`config.mk`:
```
export PLATFORM = sky130hd
export DESIGN_NAME = timestamp_record_table_unit
export DESIGN_NICKNAME = d
export VERILOG_FILES = /design/src/rtl/core/tsrt_pkg.sv /design/src/rtl/core/timestamp_record_table_unit.sv
export SDC_FILE = /design/constraint.sdc
export NUM_CORES = 2
export LEC_CHECK = 0
export ABC_AREA = 1
export BUFFER_PORTS_ARGS = -buffer_cell sky130_fd_sc_hd__buf_2
export CAP_MARGIN = 10
export CORE_MARGIN = 2
export CORE_UTILIZATION = 60
export CTS_CLUSTER_SIZE = 16
export DETAILED_ROUTE_END_ITERATION = 7
export PLACE_DENSITY = 0.8
export REMOVE_ABC_BUFFERS = 1
export SYNTH_ARGS = -nofsm -noshare
export SYNTH_HDL_FRONTEND = slang
export SYNTH_SLANG_ARGS = --single-unit
```
`constraint.sdc`:
```
create_clock -name i_clk -period 26.4 [get_ports i_clk]
set_clock_uncertainty 0.2 [all_clocks]
set_input_delay 1.32 -clock i_clk [delete_from_list [all_inputs] [get_ports i_clk]]
set_output_delay 1.32 -clock i_clk [all_outputs]
set_load 0.01 [all_outputs]
```
`src/rtl/core/tsrt_pkg.sv`:
```
package tsrt_pkg;

    localparam int MODE_W     = 3;
    localparam int IN_DATA_W  = 152;
    localparam int OUT_DATA_W = 160;
    localparam int SLOT_OUT_W = 4;

    localparam int OUT_FOUND_BIT = 0;
    localparam int OUT_EV_BIT    = 5;

    typedef enum logic [MODE_W-1:0] {
        MODE_ADD         = 3'd0,
        MODE_FIND_LOCAL  = 3'd1,
        MODE_FIND_REMOTE = 3'd2,
        MODE_FIND_OLDER  = 3'd3,
        MODE_CLEAR       = 3'd4
    } t_mode;

    typedef struct packed {
        logic               flight_present;
        logic signed [31:0] flight_time;
        logic               rx_present;
        logic [39:0]        rx_time;
        logic               tx_present;
        logic [39:0]        tx_time;
        logic [15:0]        remote_seq;
        logic [15:0]        local_seq;
    } t_rec;

    localparam int REC_W = $bits(t_rec);

endpackage

```
`src/rtl/core/timestamp_record_table_unit.sv`:
```
// Ranging record table. Each request carries a mode in tuser: add/update, find by local
// sequence, find by remote sequence, find the newest complete record older than a local
// sequence, or clear. Every request returns exactly one result. Records live in one
// synchronous table memory together with a link to the next older record; a second small
// memory holds the ring of free slots. A request walks the list from newest to oldest and
// visits one record per cycle, bounded by the table memory's single registered read port.
// A lookup stops at its first hit; an add on a full table walks the whole list
// (TABLE_DEPTH records) to find the new oldest record. Clear, an unused mode or a lookup
// on an empty table goes straight to its result, and an add on an empty table straight
// to its write. A stalled result does not keep the next request from being taken, but
// that request's result waits for it. No clearing pass is needed after reset or clear.
module timestamp_record_table_unit #(
    parameter int TABLE_DEPTH = 16
) (
    input  logic                              i_clk,
    input  logic                              i_rst_n,
    input  logic                              s_axis_tvalid,
    output logic                              s_axis_tready,
    // local_seq, remote_seq, tx_time, tx_present, rx_time, rx_present,
    // flight_time, flight_present
    input  logic [tsrt_pkg::IN_DATA_W-1:0]    s_axis_tdata,
    // mode
    input  logic [tsrt_pkg::MODE_W-1:0]       s_axis_tuser,
    output logic                              m_axis_tvalid,
    input  logic                              m_axis_tready,
    // found, slot, evicted, out_local_seq, out_remote_seq, out_tx_time, out_tx_present,
    // out_rx_time, out_rx_present, out_flight_time, out_flight_present
    output logic [tsrt_pkg::OUT_DATA_W-1:0]   m_axis_tdata
);
    import tsrt_pkg::*;

    localparam int AW = (TABLE_DEPTH > 1) ? $clog2(TABLE_DEPTH) : 1;
    localparam int CW = $clog2(TABLE_DEPTH + 1);

    typedef logic [AW-1:0] t_slot;
    typedef logic [CW-1:0] t_cnt;

    localparam t_slot LAST_SLOT = t_slot'(TABLE_DEPTH - 1);
    localparam t_cnt  FULL_CNT  = t_cnt'(TABLE_DEPTH);

    typedef struct packed {
        t_slot older;
        t_rec  rec;
    } t_entry;

    typedef enum logic [1:0] {
        S_IDLE,
        S_WALK,
        S_WRITE,
        S_EMIT
    } t_state;

    t_entry r_tab [TABLE_DEPTH];
    t_entry r_tab_q;
    t_slot  r_ring [TABLE_DEPTH];
    t_slot  r_ring_q;

    t_state              r_state, n_state;
    logic [MODE_W-1:0]   r_mode, n_mode;
    logic                r_evict, n_evict;
    logic                r_hit, n_hit;
    logic                r_out_valid, n_out_valid;
    t_slot               r_newest, n_newest;
    t_slot               r_oldest, n_oldest;
    t_slot               r_rd_ptr, n_rd_ptr;
    t_slot               r_wr_ptr, n_wr_ptr;
    t_cnt                r_free_cnt, n_free_cnt;
    t_cnt                r_fill, n_fill;

    t_rec                r_in, n_in;
    t_slot               r_cur, n_cur;
    t_slot               r_prev, n_prev;
    t_slot               r_hit_slot, n_hit_slot;
    t_slot               r_hit_older, n_hit_older;
    logic                r_res_found, n_res_found;
    logic                r_res_ev, n_res_ev;
    t_slot               r_res_slot, n_res_slot;
    t_rec                r_res_rec, n_res_rec;
    logic [OUT_DATA_W-1:0] r_out_data;

    logic   out_load;
    t_slot  tab_raddr;
    logic   tab_we;
    t_slot  tab_waddr;
    t_entry tab_wdata;
    logic   ring_we;
    t_slot  ring_waddr;
    t_slot  rd_inc;
    t_slot  wr_inc;
    t_slot  ring_val;
    logic   list_empty;
    t_rec   in_raw;
    t_rec   in_clean;

    assign rd_inc     = (r_rd_ptr == LAST_SLOT) ? '0 : r_rd_ptr + 1'b1;
    assign wr_inc     = (r_wr_ptr == LAST_SLOT) ? '0 : r_wr_ptr + 1'b1;
    assign ring_waddr = wr_inc;
    assign ring_val   = (t_cnt'(r_rd_ptr) < r_fill) ? r_ring_q : r_rd_ptr;
    assign list_empty = (r_free_cnt == FULL_CNT);

    assign in_raw = s_axis_tdata[REC_W-1:0];

    always_comb begin
        in_clean = in_raw;
        if (!in_raw.tx_present) begin
            in_clean.tx_time = '0;
        end
        if (!in_raw.rx_present) begin
            in_clean.rx_time = '0;
        end
        if (!in_raw.flight_present) begin
            in_clean.flight_time = '0;
        end
    end

    always_comb begin
        t_entry rd_ent;
        logic   match;
        t_rec   merged;
        t_slot  new_slot;
        logic   empties;

        rd_ent   = r_tab_q;
        merged   = r_res_rec;
        new_slot = r_evict ? r_oldest : ring_val;
        empties  = r_evict ? (r_oldest == r_newest) : list_empty;

        n_state     = r_state;
        n_mode      = r_mode;
        n_evict     = r_evict;
        n_hit       = r_hit;
        n_out_valid = r_out_valid;
        n_newest    = r_newest;
        n_oldest    = r_oldest;
        n_rd_ptr    = r_rd_ptr;
        n_wr_ptr    = r_wr_ptr;
        n_free_cnt  = r_free_cnt;
        n_fill      = r_fill;
        n_in        = r_in;
        n_cur       = r_cur;
        n_prev      = r_prev;
        n_hit_slot  = r_hit_slot;
        n_hit_older = r_hit_older;
        n_res_found = r_res_found;
        n_res_ev    = r_res_ev;
        n_res_slot  = r_res_slot;
        n_res_rec   = r_res_rec;

        out_load  = 1'b0;
        tab_raddr = r_newest;
        tab_we    = 1'b0;
        tab_waddr = r_hit_slot;
        tab_wdata = '0;
        ring_we   = 1'b0;

        s_axis_tready = (r_state == S_IDLE);

        case (r_mode)
            MODE_ADD, MODE_FIND_LOCAL: match = (rd_ent.rec.local_seq == r_in.local_seq);
            MODE_FIND_REMOTE:          match = (rd_ent.rec.remote_seq == r_in.remote_seq);
            MODE_FIND_OLDER:           match = (rd_ent.rec.local_seq < r_in.local_seq) &&
                                               rd_ent.rec.tx_present && rd_ent.rec.rx_present;
            default:                   match = 1'b0;
        endcase

        if (r_out_valid && m_axis_tready) begin
            n_out_valid = 1'b0;
        end

        case (r_state)
            S_IDLE: begin
                if (s_axis_tvalid) begin
                    n_in        = in_clean;
                    n_mode      = s_axis_tuser;
                    n_hit       = 1'b0;
                    n_evict     = (s_axis_tuser == MODE_ADD) && (r_free_cnt == '0);
                    n_cur       = r_newest;
                    n_res_found = 1'b0;
                    n_res_ev    = 1'b0;
                    n_res_slot  = '0;
                    n_res_rec   = '0;
                    case (s_axis_tuser)
                        MODE_ADD: begin
                            if (list_empty ||
                                ((r_free_cnt == '0) && (r_oldest == r_newest))) begin
                                n_state = S_WRITE;
                            end else begin
                                n_state = S_WALK;
                            end
                        end
                        MODE_FIND_LOCAL, MODE_FIND_REMOTE, MODE_FIND_OLDER: begin
                            n_state = list_empty ? S_EMIT : S_WALK;
                        end
                        MODE_CLEAR: begin
                            n_free_cnt = FULL_CNT;
                            n_rd_ptr   = '0;
                            n_wr_ptr   = LAST_SLOT;
                            n_fill     = '0;
                            n_newest   = '0;
                            n_oldest   = '0;
                            n_state    = S_EMIT;
                        end
                        default: begin
                            n_state = S_EMIT;
                        end
                    endcase
                end
            end
            S_WALK: begin
                tab_raddr = rd_ent.older;
                if (r_evict) begin
                    // the oldest record is dropped, so it is never tested
                    if (r_cur == r_oldest) begin
                        n_state = S_WRITE;
                    end else begin
                        if (match && !r_hit) begin
                            n_hit       = 1'b1;
                            n_hit_slot  = r_cur;
                            n_hit_older = rd_ent.older;
                            n_res_rec   = rd_ent.rec;
                        end
                        n_prev = r_cur;
                        n_cur  = rd_ent.older;
                    end
                end else if (match) begin
                    n_hit       = 1'b1;
                    n_hit_slot  = r_cur;
                    n_hit_older = rd_ent.older;
                    n_res_rec   = rd_ent.rec;
                    n_res_found = 1'b1;
                    n_res_slot  = r_cur;
                    n_state     = (r_mode == MODE_ADD) ? S_WRITE : S_EMIT;
                end else if (r_cur == r_oldest) begin
                    n_state = (r_mode == MODE_ADD) ? S_WRITE : S_EMIT;
                end else begin
                    n_cur = rd_ent.older;
                end
            end
            S_WRITE: begin
                n_res_found = 1'b1;
                n_res_ev    = r_evict;
                if (r_evict) begin
                    if (r_oldest != r_newest) begin
                        n_oldest = r_prev;
                    end
                    ring_we  = 1'b1;
                    n_wr_ptr = wr_inc;
                    n_fill   = (r_fill == FULL_CNT) ? r_fill : r_fill + 1'b1;
                end
                if (r_hit) begin
                    if (r_in.tx_present) begin
                        merged.tx_present = 1'b1;
                        merged.tx_time    = r_in.tx_time;
                    end
                    if (r_in.rx_present) begin
                        merged.rx_present = 1'b1;
                        merged.rx_time    = r_in.rx_time;
                    end
                    if (r_in.flight_present) begin
                        merged.flight_present = 1'b1;
                        merged.flight_time    = r_in.flight_time;
                    end
                    tab_we           = 1'b1;
                    tab_waddr        = r_hit_slot;
                    tab_wdata.older  = r_hit_older;
                    tab_wdata.rec    = merged;
                    n_res_slot       = r_hit_slot;
                    n_res_rec        = merged;
                    n_free_cnt       = r_evict ? r_free_cnt + 1'b1 : r_free_cnt;
                end else begin
                    tab_we          = 1'b1;
                    tab_waddr       = new_slot;
                    tab_wdata.older = r_newest;
                    tab_wdata.rec   = r_in;
                    n_newest        = new_slot;
                    if (empties) begin
                        n_oldest = new_slot;
                    end
                    n_rd_ptr   = rd_inc;
                    n_free_cnt = r_evict ? r_free_cnt : r_free_cnt - 1'b1;
                    n_res_slot = new_slot;
                    n_res_rec  = r_in;
                end
                n_state = S_EMIT;
            end
            S_EMIT: begin
                if (!r_out_valid || m_axis_tready) begin
                    out_load    = 1'b1;
                    n_out_valid = 1'b1;
                    n_state     = S_IDLE;
                end
            end
            default: begin
                n_state = S_IDLE;
            end
        endcase
    end

    always_ff @(posedge i_clk) begin
        if (!i_rst_n) begin
            r_state     <= S_IDLE;
            r_mode      <= MODE_CLEAR;
            r_evict     <= 1'b0;
            r_hit       <= 1'b0;
            r_out_valid <= 1'b0;
            r_newest    <= '0;
            r_oldest    <= '0;
            r_rd_ptr    <= '0;
            r_wr_ptr    <= LAST_SLOT;
            r_free_cnt  <= FULL_CNT;
            r_fill      <= '0;
        end else begin
            r_state     <= n_state;
            r_mode      <= n_mode;
            r_evict     <= n_evict;
            r_hit       <= n_hit;
            r_out_valid <= n_out_valid;
            r_newest    <= n_newest;
            r_oldest    <= n_oldest;
            r_rd_ptr    <= n_rd_ptr;
            r_wr_ptr    <= n_wr_ptr;
            r_free_cnt  <= n_free_cnt;
            r_fill      <= n_fill;
        end
    end

    always_ff @(posedge i_clk) begin
        r_in        <= n_in;
        r_cur       <= n_cur;
        r_prev      <= n_prev;
        r_hit_slot  <= n_hit_slot;
        r_hit_older <= n_hit_older;
        r_res_found <= n_res_found;
        r_res_ev    <= n_res_ev;
        r_res_slot  <= n_res_slot;
        r_res_rec   <= n_res_rec;
        if (out_load) begin
            r_out_data <= OUT_DATA_W'({r_res_rec, r_res_ev,
                                       SLOT_OUT_W'(r_res_slot), r_res_found});
        end
    end

    // record table with older link, one write and one read port
    always_ff @(posedge i_clk) begin
        if (tab_we) begin
            r_tab[tab_waddr] <= tab_wdata;
        end
        r_tab_q <= r_tab[tab_raddr];
    end

    // free slot ring, entries beyond the fill count read as their own index
    always_ff @(posedge i_clk) begin
        if (ring_we) begin
            r_ring[ring_waddr] <= r_oldest;
        end
        r_ring_q <= r_ring[r_rd_ptr];
    end

    assign m_axis_tvalid = r_out_valid;
    assign m_axis_tdata  = r_out_data;

endmodule

```
==> summary.md <==
| Metric | Value |
|---|---|
| Antenna violations before repair | `4` |
| Die Span Y | `452 microns` |
| Worst-Skew Late Latency | `0.97 ns` |
| RSZ-0062 raised after global routing | `false` |
| Power Dens Cells | `117 mW/mm^2` |
| Via-to-Cell Ratio | `6.58` |
| Sink Count | `3,138` |
| Fillers | `12,500` |
| Fmax | `127 MHz` |
| Layout area overhead | `11.9%` |
| Slew margin rel. | `16.2%` |
| Placed Area | `0.125 sq mm` |
| CP startpoint kind | `register` |
| DRT Pass-1 Iters | `6` |
| Core area | `0.200 sq mm` |
| Combinational power share | `29.7%` |
| Worst-path clk slew | `0.06 ns` |
| Cell Count Post-Placement | `11,700` |
| DR vias | `80,500` |
| Post-route insts no fill | `12,200` |
| Initial DRC count | `12,700` |
| Postcts setup bufs | `0` |
| Initial core utilization | `60.3%` |
| Critical path peak fanout | `148` |
| Final worst-path cycle share | `29.7%` |
| Fin util | `67.5%` |
| Sequential share of power | `43.0%` |
| DRC | `0` |
| Share of cells above drive strength 1 | `10.8%` |
| Inserted Clock Buffers | `308` |
| Largest net degree at the start of global routing | `228` |
| Clk root buf | `clkbuf_16` |
| Worst Max-Slew Pin Slew | `1.26 ns` |
| Hold WS | `0.233 ns` |
| Arr. time, crit path | `8.48 ns` |
| CTS Hold Bufs | `0` |
| Worst EP required | `27.03 ns` |
| Share of the synthesized area in the top cell type | `73.5%` |
| # IOs | `321` |
| Yosys cell types | `45` |
| Synth Cell Area | `0.120 sq mm` |
| Resized cells post-CTS | `0` |
| Nets | `9,547` |
| Clk buf depth | `4` |
| Sw Ratio | `35.3%` |
| Yosys warning count | `0` |
| Post-synthesis instance total | `9,119` |
| Fin. max-slew vios | `0` |
| NetSw | `5.56 mW` |
| Cell leakage power | `45.9 nW` |
| Power, Total | `15.8 mW` |
| Synth area leader | `edfxtp_1` |
| Clk pwr share | `27.4%` |
| Port bufs | `308` |
| Power Internal | `10.2 mW` |
| Post-Route WL | `330 mm` |
| DIE WIDTH | `452 microns` |
| Number of global-route vias before repair | `78,700` |
| Mean Syn Cell Area | `13.2 sq um` |
| HP Class | `reg2reg` |
| TritonCTS clock tree | `done` |
| Outcome | `finished, final reports clean` |
| Crit Path Category | `reg2reg` |
| Setup crit end kind | `register` |
| Final setup fails | `0` |
| Max VDD drop | `0.136 mV` |
| Final hold vios | `0` |
| Gr usage total | `31.5%` |
| Synth top area cells | `edfxtp_1 (73%), nor2_1 (5.4%), o21ai_0 (5.1%)` |
| Rows | `164` |
| Max-cap violations | `0` |
| Tmin final | `7.85 ns` |
| GPL Wtd Cong | `0.834` |
| Yosys reg bits | `3,138` |
| Post-route cell area | `0.135 sq mm` |
| ANT nets after route | `0` |
| Global-route wire length before repair | `481 mm` |
| Register area share after synthesis | `76.6%` |
| GRT Residual Overflow | `0` |
| DP HPWL | `159 mm` |
| Die area | `0.204 sq mm` |
| Mean routed wirelength per cell | `27.0 microns` |
| H-tree depth | `5` |
==> synth_stat cells (all sizes together) <==
master     n
edfxtp  2949
nor2    1732
o21ai   1528
o22ai    592
nand2    528
clkbuf   435
inv      339
dfxtp    189
a21oi    186
buf      180
o221ai   136
nor3     117
o211ai    64
nand3     40
ha        34
or2       14
xor2      13
mux2i     11
a31oi      5
a211oi     4
o32ai      4
a22o       3
nand4      3
and2       2
clkinv     2
nor3b      2
xnor2      2
a21o       1
a32oi      1
conb       1
fa         1
o311ai     1
==> final cells by class <==
| cell class | instances | area, sq um | share of cell area (%) |
|---|---|---|---|
| Multi-Input combinational cell | 5031 | 24500 | 18.2 |
| Inverter | 341 | 1330 | 0.989 |
| Antenna cell | 4 | 10.0 | 0.00743 |
| Sequential cell | 3138 | 92300 | 68.5 |
| Timing Repair Buffer | 533 | 3410 | 2.53 |
| Clock inverter | 124 | 1220 | 0.904 |
| Tap cell | 2656 | 3320 | 2.47 |
| Clock buffer | 416 | 8640 | 6.41 |
==> state kept, by name (all words and copies together) (netlist names), 4 cells and up <==
| register | count |
|---|---|
| m_axis_tdata | 153 |
| r_cur | 4 |
| r_fill | 5 |
| r_free_cnt | 5 |
| r_hit_older | 4 |
| r_hit_slot | 4 |
| r_in | 147 |
| r_newest | 4 |
| r_oldest | 4 |
| r_prev | 4 |
| r_rd_ptr | 4 |
| r_res_rec | 147 |
| r_res_slot | 4 |
| r_ring | 64 |
| r_ring_q | 4 |
| r_tab | 2416 |
| r_tab_q | 151 |
| r_wr_ptr | 4 |
==> power groups by stage <==
| stage | clock network, mW | registers, mW | logic, mW |
|---|---|---|---|
| final | 4.32 | 6.77 | 4.67 |
| after global routing | 4.52 | 6.79 | 5.00 |
| after CTS | 4.32 | 6.75 | 4.54 |
| after floorplan | 0 | 6.81 | 3.50 |
| after detailed placement | 0 | 6.85 | 4.47 |
| after global placement | 0 | 6.83 | 4.27 |
==> worst paths after layout <==
check / from / end / slack [ns] / depth (start not counted)
worst max-delay path: r_state[1] / r_tab_q[86] / 18.55 / 16
worst min-delay path: r_res_rec[142] / m_axis_tdata[148] / 0.23 / 0
worst max register to register: r_state[1] / r_tab_q[86] / 18.55 / 16
worst min register to register: r_res_rec[142] / m_axis_tdata[148] / 0.23 / 0
==> placed cells by master, fill, tap and decap left out, types with 36 or more instances in the layout <==
master and instances:
nor2_1 1709, clkinv_1 39, clkbuf_1 64, a21oi_1 186, o211ai_1 64, clkbuf_16 316, o22ai_1 590, edfxtp_1 2949
o221ai_1 136, dfxtp_1 189, o21ai_1 308, nand3_1 40, o21ai_0 1216, inv_1 327, buf_2 307, clkbuf_8 36
nor3_1 109, nand2_1 526, clkinv_2 44, buf_4 212
==> worst max-delay path: stages (launching register included) <==
cell and delay [ns]:
dfxtp_1 0.33, inv_1 0.14, ha_4 0.14, buf_4 0.84
inv_4 0.17, nand2_1 0.17, o21ai_4 0.06, buf_4 0.36
inv_8 0.75, buf_4 0.81, buf_4 0.91, buf_4 0.91
buf_4 0.85, o21ai_0 0.23, o22ai_1 0.25, o21ai_0 0.11
o22ai_1 0.21
==> layer usage <==
metal | GRT usage (%) | part of all wire (%)
met5 | 0 | 0.016
met4 | 19.7 | 6.6
met3 | 6.36 | 12
met2 | 50.3 | 47
met1 | 39.9 | 34
==> cell families after synthesis <==
group,count (synthesis),synth area share [%]
xor+xnor,15,0.109
compound gates,2525,11.7
buf+inv,956,3.25
other cells,1,0.00311
mux,11,0.0914
fa+ha+maj,35,0.370
flops,3138,76.6
simple gates,2438,7.82
==> metrics by stage <==
step	setup TNS [ns]	worst slack, ns
after floorplan	-7891.52	-52.22
after global routing	0	18.23
after detailed placement	0	18.92
after global placement	0	19.14
final	0	18.55
after CTS	0	18.74
No activity file was read; power rests on OpenSTA's default activity.
